## src/rtl/bfo_pkg.sv

```systemverilog
package bfo_pkg;

  // Queue geometry: DEPTH cells, one always left free, so DEPTH-1 bytes are held.
  localparam int unsigned DEPTH = 256;
  localparam int unsigned PTR_W = (DEPTH > 1) ? $clog2(DEPTH) : 1;
  localparam int unsigned OCC_W = 8;
  // Wide enough for both the pointer difference and the reported occupancy.
  localparam int unsigned WIDE_W = (PTR_W > OCC_W) ? PTR_W : OCC_W;

  // Request kinds.
  localparam logic REQ_WRITE = 1'b0;
  localparam logic REQ_READ  = 1'b1;

  // Full-queue write policies; the unused code behaves like refuse.
  localparam logic [1:0] POLICY_REFUSE    = 2'd0;
  localparam logic [1:0] POLICY_DROP      = 2'd1;
  localparam logic [1:0] POLICY_OVERWRITE = 2'd2;

  // Status codes.
  localparam logic STATUS_OK    = 1'b0;
  localparam logic STATUS_BLOCK = 1'b1;

  // One request into the queue.
  typedef struct packed {
    logic       req_type;
    logic [7:0] write_data;
    logic       last_byte;
  } bfo_req_t;

  // One response out of the queue.
  typedef struct packed {
    logic       [7:0] read_data;
    logic             status;
    logic             accepted;
    logic [OCC_W-1:0] occupancy;
    logic             readable;
    logic             writable;
    logic             reader_wakeup;
    logic             writer_wakeup;
    logic             end_of_request;
  } bfo_rsp_t;

endpackage

```

## src/rtl/byte_fifo_overflow_policy_top.sv

```systemverilog
// Circular byte queue with a programmable policy for writes into a full queue.
// Request channel: a request (write one byte or read one byte) is taken at each
// rising edge where start_i is high and busy_o is low. busy_o stays low, so a
// request can be issued in every cycle.
// Response channel: every request yields one response, shown on rsp_o for
// exactly one cycle with rsp_valid_o high, in the cycle after the request was
// taken. The receiver cannot stall it, and none is needed: the pointers
// and the byte store are updated at the accepting edge, and the read byte
// comes from the registered read port of the store in the following cycle.
// Throughput is one request per cycle, set by the pointer update at each
// accepting edge and the one write and one read port of the store.
// Configuration: cfg_valid_i / cfg_ready_o write the full policy register
// (0 refuse, 1 drop, 2 overwrite oldest); cfg_ready_o is always high. Write it
// only while no request is in flight.
// Reset: the pointers clear (queue empty), the policy goes to refuse and no
// response is pending. The byte store itself is not cleared.
module byte_fifo_overflow_policy_top (
  input  logic              clk_i,
  input  logic              rst_ni,
  input  logic              start_i,
  output logic              busy_o,
  input  bfo_pkg::bfo_req_t req_i,
  output logic              rsp_valid_o,
  output bfo_pkg::bfo_rsp_t rsp_o,
  input  logic              cfg_valid_i,
  output logic              cfg_ready_o,
  input  logic [1:0]        cfg_data_i
);
  import bfo_pkg::*;

  localparam logic [PTR_W-1:0] LAST_IDX = PTR_W'(DEPTH - 1);

  logic [PTR_W-1:0] head_q, head_d;
  logic [PTR_W-1:0] tail_q, tail_d;
  logic [1:0]       policy_q;

  logic [7:0] store_q [DEPTH];
  logic [7:0] rdata_q;

  logic accept;
  logic is_read;
  logic was_empty, prior_full;
  logic now_empty, now_full;
  logic mem_we, mem_re;
  logic status_d, accepted_d, rwake_d, wwake_d;
  logic [PTR_W-1:0] head_inc, tail_inc, tail_d_inc;
  logic [PTR_W:0]   diff_wide;
  logic [WIDE_W-1:0] occ_wide;

  // Response register.
  logic             rsp_valid_q;
  logic             rd_hit_q;
  logic             status_q, accepted_q, rwake_q, wwake_q, last_q;
  logic             readable_q, writable_q;
  logic [OCC_W-1:0] occ_q;

  function automatic logic [PTR_W-1:0] next_idx(input logic [PTR_W-1:0] p);
    return (p == LAST_IDX) ? '0 : p + PTR_W'(1);
  endfunction

  assign busy_o      = 1'b0;
  assign cfg_ready_o = 1'b1;
  assign accept      = start_i && !busy_o;
  assign is_read     = (req_i.req_type == REQ_READ);

  // Queue state before the request.
  assign head_inc   = next_idx(head_q);
  assign tail_inc   = next_idx(tail_q);
  assign was_empty  = (head_q == tail_q);
  assign prior_full = (tail_inc == head_q);

  // Pointer update and per-request flags.
  always_comb begin
    head_d     = head_q;
    tail_d     = tail_q;
    mem_we     = 1'b0;
    mem_re     = 1'b0;
    status_d   = STATUS_OK;
    accepted_d = 1'b0;
    wwake_d    = 1'b0;
    if (accept) begin
      if (!is_read) begin
        if (!prior_full) begin
          tail_d     = tail_inc;
          mem_we     = 1'b1;
          accepted_d = 1'b1;
        end else begin
          case (policy_q)
            POLICY_DROP: begin
              accepted_d = 1'b1;
            end
            POLICY_OVERWRITE: begin
              head_d     = head_inc;
              tail_d     = tail_inc;
              mem_we     = 1'b1;
              accepted_d = 1'b1;
            end
            default: begin
              status_d = STATUS_BLOCK;
            end
          endcase
        end
      end else begin
        if (was_empty) begin
          status_d = STATUS_BLOCK;
        end else begin
          head_d     = head_inc;
          mem_re     = 1'b1;
          accepted_d = 1'b1;
          wwake_d    = prior_full;
        end
      end
    end
  end

  // Queue state after the request.
  assign tail_d_inc = next_idx(tail_d);
  assign now_empty  = (head_d == tail_d);
  assign now_full   = (tail_d_inc == head_d);
  assign rwake_d    = !is_read && was_empty && !now_empty;

  // Occupancy, modulo DEPTH, reported in its low eight bits.
  always_comb begin
    if (tail_d >= head_d) begin
      diff_wide = {1'b0, tail_d} - {1'b0, head_d};
    end else begin
      diff_wide = {1'b0, tail_d} + (PTR_W + 1)'(DEPTH) - {1'b0, head_d};
    end
    occ_wide = WIDE_W'(diff_wide[PTR_W-1:0]);
  end

  // Control state: pointers, policy and response strobe.
  always_ff @(posedge clk_i or negedge rst_ni) begin
    if (!rst_ni) begin
      head_q      <= '0;
      tail_q      <= '0;
      policy_q    <= POLICY_REFUSE;
      rsp_valid_q <= 1'b0;
    end else begin
      head_q      <= head_d;
      tail_q      <= tail_d;
      rsp_valid_q <= accept;
      if (cfg_valid_i && cfg_ready_o) begin
        policy_q <= cfg_data_i;
      end
    end
  end

  // Response fields, captured with the request.
  always_ff @(posedge clk_i) begin
    if (accept) begin
      rd_hit_q   <= mem_re;
      status_q   <= status_d;
      accepted_q <= accepted_d;
      rwake_q    <= rwake_d;
      wwake_q    <= wwake_d;
      last_q     <= req_i.last_byte;
      readable_q <= !now_empty;
      writable_q <= !now_full;
      occ_q      <= occ_wide[OCC_W-1:0];
    end
  end

  // Byte store: one write port at the tail, one registered read port at the head.
  always_ff @(posedge clk_i) begin
    if (mem_we) begin
      store_q[tail_q] <= req_i.write_data;
    end
    if (mem_re) begin
      rdata_q <= store_q[head_q];
    end
  end

  // Response outputs.
  assign rsp_valid_o          = rsp_valid_q;
  assign rsp_o.read_data      = rd_hit_q ? rdata_q : 8'h00;
  assign rsp_o.status         = status_q;
  assign rsp_o.accepted       = accepted_q;
  assign rsp_o.occupancy      = occ_q;
  assign rsp_o.readable       = readable_q;
  assign rsp_o.writable       = writable_q;
  assign rsp_o.reader_wakeup  = rwake_q;
  assign rsp_o.writer_wakeup  = wwake_q;
  assign rsp_o.end_of_request = last_q;

endmodule
```

## config.mk

```make
export PLATFORM = sky130hd
export DESIGN_NAME = byte_fifo_overflow_policy_top
export DESIGN_NICKNAME = d
export VERILOG_FILES = /design/src/rtl/bfo_pkg.sv /design/src/rtl/byte_fifo_overflow_policy_top.sv
export SDC_FILE = /design/constraint.sdc
export NUM_CORES = 2
export LEC_CHECK = 0
export ABC_AREA = 1
export BUFFER_PORTS_ARGS = -buffer_cell sky130_fd_sc_hd__buf_2
export CAP_MARGIN = 15
export CORE_MARGIN = 3
export CORE_UTILIZATION = 55
export DETAILED_ROUTE_END_ITERATION = 10
export PLACE_DENSITY = 0.82
export RECOVER_POWER = 100
export SLEW_MARGIN = 20
export SYNTH_ARGS = -nofsm -noshare
export SYNTH_HDL_FRONTEND = slang
export SYNTH_SLANG_ARGS = --single-unit
```

## constraint.sdc

```tcl
create_clock -name clk_i -period 4.25 [get_ports clk_i]
set_input_delay 0.2125 -clock clk_i [delete_from_list [all_inputs] [get_ports clk_i]]
set_output_delay 0.2125 -clock clk_i [all_outputs]
set_load 0.005 [all_outputs]
```

==> impl_summary.log <==
[metrics] core outline area: 0.151 mm²
[metrics] end point of the worst hold path: last_q
[metrics] max cap viols: 16
[metrics] Critical Path End Type: flop
[metrics] Max VDD drop: 0.000728 V
[metrics] worst reg2reg endpoint: rdata_q[1]
[metrics] violations in the final reports: max-capacitance violations, max-slew violations
[metrics] IO Count: 42
[metrics] fraction of final layout cells with drive strength greater than 1: 7.73%
[metrics] FF+latch count, synth: 2091
[metrics] outcome: complete, but fails checks
[metrics] slew at the pin with the worst max-slew slack: 3.96 ns
[metrics] largest fanout on the critical path: 176
[metrics] Final Cycle Share: 98.3%
[metrics] TritonCTS sink count: 2091
[metrics] number of placement rows: 142
[metrics] net count of the mapped netlist: 6659
[metrics] Die Width: 397 µm
[metrics] total power: 60.7 mW
[metrics] gpl congestion: 0.932
[metrics] fill cell instance count of the final layout: 10600
[metrics] clock edge transition at the registers on the reported setup and hold paths: 0.07 ns
[metrics] routed wire length: 230 mm
[metrics] Yosys warning total: 0
[metrics] layout net count: 6678
[metrics] Clock Skew: 0.0360 ns
[metrics] Non-Filler Cell Area, Final: 0.0929 mm²
[metrics] total of cells resized after clock tree synthesis: 0
[metrics] top area cells in the synthesized netlist: sky130_fd_sc_hd__edfxtp_1 (74%), sky130_fd_sc_hd__o21ai_0 (7.9%), sky130_fd_sc_hd__nor2_1 (7.4%), sky130_fd_sc_hd__o22ai_1 (4.7%), sky130_fd_sc_hd__clkbuf_1 (1.8%)
[metrics] starting density of the core: 55.7%
[metrics] Crit path arrival time: 4.81 ns
[metrics] overall die area: 0.157 mm²
[metrics] worst hold path stage count: 2
[metrics] Switching Share: 37.4%
[metrics] pwr dens: 654 mW/mm²
[metrics] primary flip-flop cell chosen by synthesis mapping: sky130_fd_sc_hd__edfxtp_1
[metrics] Post-CTS Setup Inserts: 0
[metrics] EDFF count, synth: 2072
[metrics] Vias/cell: 6.56
[metrics] final setup slack of the worst path: 0.0708 ns
[metrics] vertical die dimension: 397 µm
[metrics] start point of the worst hold path: req_i[0]
[metrics] vias after detailed routing: 57900
[metrics] worst setup timing slack at the placement stage: 0.328 ns
[metrics] pin count of the biggest net entering global routing: 183
[metrics] average instance area after synthesis: 12.7 µm²
[metrics] detail-routed net length per standard cell: 26.1 µm
[metrics] crit path kind: flop to flop
[metrics] Req. time, crit path: 4.88 ns
[metrics] hold-fix buffers at CTS: 17
[metrics] Root Buffer Master: sky130_fd_sc_hd__clkbuf_16
[metrics] initial drt markers: 10500
[metrics] share of flip-flops with an asynchronous set or reset after synthesis: 0.909%
[metrics] clock latency at the later pin of the worst-skew pair: 0.84 ns
[metrics] total setup violations reported at the end of the flow: 0
[metrics] final-layout worst hold slack: 0.0994 ns
[metrics] part of the Yosys area used for sequential elements: 74.7%
[metrics] number of H-tree levels: 4
[metrics] CTS Buffer Depth: 3
[metrics] critical path's slowest cell: sky130_fd_sc_hd__clkbuf_8
[metrics] setup slack on the worst flop-to-flop path: 0.07 ns
[metrics] Peak Freq: 239 MHz
[metrics] clock period minus worst slack: 4.18 ns
[metrics] number of buffers inserted during clock tree synthesis: 191
[metrics] leakage power of the design: 29.5 nW
[metrics] cells after synthesis: 6630
[metrics] setup repair after global routing missed its margin: no
[metrics] top cell type's share of synthesized area: 74.1%
[metrics] combinational power share: 33.1%
[metrics] initial antenna violation count: 5
[metrics] buffers added on ports: 39
[metrics] Worst path max stage delay: 0.80 ns
[metrics] overall fraction of global-route tracks in use: 28.5%
[metrics] clock group share of total power: 28.5%
[metrics] aggregate global routing overflow: 0
[metrics] r2r startpoint: head_q[0]
[metrics] Yosys top cell by area: sky130_fd_sc_hd__edfxtp_1
[metrics] Sequential Power Share: 38.4%
[metrics] net switching power: 22.7 mW
[metrics] Hold Fails Final Rpt: 0
[metrics] cell count of the worst reg-to-reg path: 11
[metrics] Cell variety after synth: 48
[metrics] fin. max-slew vios: 1211
[metrics] total half-perimeter wirelength after legalization and detailed placement: 129 mm
[metrics] relative area change from synthesis to final layout: 10.6%
[metrics] standard cell area after detailed placement: 0.0871 mm²
[metrics] internal portion of total power: 38.0 mW
[metrics] normalized max-slew margin: -164%
[metrics] post-route antenna net violation count: 0
[metrics] first drt pass iteration count: 10
[metrics] min-delay worst type: primary input to flop
[metrics] critical-path cell list: inv_8 -> clkbuf_8 -> o21ai_0 -> o22ai_1 -> nor2_1 -> o32ai_1 -> or2_2 -> o211ai_1 -> o211ai_1 -> nand3_1 -> o21ai_0
[metrics] TritonCTS clock tree: done
[metrics] Total Negative Setup Slacks: 0 ns
[metrics] wire length of the first global-routing pass: 340 mm
[metrics] number of global-route vias before repair: 54400
[metrics] post-synthesis instance area: 0.0839 mm²
[metrics] drt drc: 0
[metrics] launching element type of the critical path: flop
[layer usage]
metal	track usage (%)	share of wire (%)	vias to the layer above
met3	6.52	14	735
li1	-	-	24600
met1	38.5	35	27800
met2	44.3	46	4785
met5	0	0	-
met4	13.7	5.4	0
[cells in the mapped netlist (2+ instances only)]
| cell | instances |
|---|---|
| sky130_fd_sc_hd__a21oi_1 | 7 |
| sky130_fd_sc_hd__a221oi_1 | 2 |
| sky130_fd_sc_hd__buf_1 | 6 |
| sky130_fd_sc_hd__buf_2 | 61 |
| sky130_fd_sc_hd__buf_4 | 12 |
| sky130_fd_sc_hd__buf_6 | 2 |
| sky130_fd_sc_hd__clkbuf_1 | 412 |
| sky130_fd_sc_hd__clkinv_1 | 5 |
| sky130_fd_sc_hd__conb_1 | 2 |
| sky130_fd_sc_hd__dfrtp_1 | 19 |
| sky130_fd_sc_hd__edfxtp_1 | 2072 |
| sky130_fd_sc_hd__ha_1 | 13 |
| sky130_fd_sc_hd__inv_1 | 70 |
| sky130_fd_sc_hd__inv_2 | 8 |
| sky130_fd_sc_hd__nand2_1 | 125 |
| sky130_fd_sc_hd__nand2_2 | 15 |
| sky130_fd_sc_hd__nand2_4 | 5 |
| sky130_fd_sc_hd__nand3_1 | 57 |
| sky130_fd_sc_hd__nand3_2 | 5 |
| sky130_fd_sc_hd__nand3_4 | 2 |
| sky130_fd_sc_hd__nand4_1 | 10 |
| sky130_fd_sc_hd__nor2_1 | 1650 |
| sky130_fd_sc_hd__nor2_2 | 6 |
| sky130_fd_sc_hd__nor2_4 | 4 |
| sky130_fd_sc_hd__nor3_1 | 22 |
| sky130_fd_sc_hd__o211ai_1 | 11 |
| sky130_fd_sc_hd__o21ai_0 | 1324 |
| sky130_fd_sc_hd__o21ai_1 | 3 |
| sky130_fd_sc_hd__o21ai_2 | 2 |
| sky130_fd_sc_hd__o221ai_1 | 11 |
| sky130_fd_sc_hd__o22ai_1 | 626 |
| sky130_fd_sc_hd__o31ai_1 | 2 |
| sky130_fd_sc_hd__o32ai_1 | 28 |
| sky130_fd_sc_hd__or2_2 | 6 |
| sky130_fd_sc_hd__xor2_1 | 12 |
[through the flow]
step / utilization, % / cells
2_1_floorplan: - / 6630
3_3_place_gp: 57.8 / 8453
3_5_place_dp: 57.8 / 8453
4_1_cts: 62.1 / 8823
5_1_grt: 61.6 / 8825
6_report: 61.6 / 8829
[layout make-up]
class                      instances  area, µm²  share of cell area (%)
multi-input combinational       3960      18900                    20.4
clock inverter                   121       1250                    1.34
clock buffer                     232       5040                    5.43
tap                             2016       2520                    2.72
timing repair buffer             321       2080                    2.24
inverter                          84        340                   0.366
sequential                      2091      62700                    67.5
antenna                            4       10.0                  0.0108
[flip-flops by register name, indices dropped and copies added (netlist names), 2 cells and up]
register and flops:
store_q 2048, head_q 8, occ_q 8, rdata_q 8, tail_q 8, policy_q 2
[cell usage in the layout, fill, tap and decap left out, types with 38 or more instances in the layout]
| cell | netlist | layout |
|---|---|---|
| sky130_fd_sc_hd__edfxtp_1 | 2072 | 2072 |
| sky130_fd_sc_hd__nor2_1 | 1650 | 1651 |
| sky130_fd_sc_hd__o21ai_0 | 1324 | 1326 |
| sky130_fd_sc_hd__o22ai_1 | 626 | 626 |
| sky130_fd_sc_hd__clkbuf_16 | 0 | 196 |
| sky130_fd_sc_hd__clkbuf_1 | 412 | 152 |
| sky130_fd_sc_hd__nand2_1 | 125 | 127 |
| sky130_fd_sc_hd__clkbuf_2 | 1 | 82 |
| sky130_fd_sc_hd__inv_1 | 70 | 67 |
| sky130_fd_sc_hd__nand3_1 | 57 | 55 |
| sky130_fd_sc_hd__buf_4 | 12 | 50 |
| sky130_fd_sc_hd__clkinv_1 | 5 | 46 |
| sky130_fd_sc_hd__clkinv_2 | 1 | 38 |
[critical path, delay by kind of cell (launching register included)]
family                 cells  cell delay [ns]
AND/OR/NAND/NOR            3             0.55
buffers and inverters      2             1.04
flip-flops                 1             0.65
AO/OA/AOI/OAI              6             1.52
[cells by family (layout without fill, tap and decap cells)]
logic type	Yosys count	in the layout	synth area share (%)
XOR/XNOR	13	13	0.136
flip-flops	2091	2091	74.7
other	2	6	0.00895
AND/OR/NAND/NOR	1910	1910	8.95
AO/OA/AOI/OAI	2020	2020	13.2
buffers and inverters	579	758	2.77
multiplexers	2	2	0.0253
adder cells (fa/ha/maj)	13	13	0.194
[worst max path at each step]
| stage | from | endpoint | slack, ns | depth (start not counted) |
|---|---|---|---|---|
| 6_report | head_q[0] | rdata_q[1] | 0.07 | 11 |
| 5_1_grt | tail_q[0] | store_q[212][3] | 0.01 | 15 |
| 4_1_cts | tail_q[0] | store_q[171][1] | 0.26 | 14 |
| 3_5_place_dp | tail_q[0] | store_q[175][7] | 0.33 | 14 |
| 3_3_place_gp | tail_q[0] | occ_q[7] | 0.36 | 20 |
| 2_1_floorplan | tail_q[0] | occ_q[7] | 0.99 | 22 |
[power groups by stage]
stage	sequential, mW	clock [mW]	combinational (mW)
finish	23.3	17.3	20.1
global route	23.3	18.2	21.2
CTS	23.3	17.3	19.4
detailed placement	23.7	0	19.2
global placement	23.7	0	18.7
floorplan	23.5	0	12.0
Note: power is estimated with default switching activity, not from simulation.
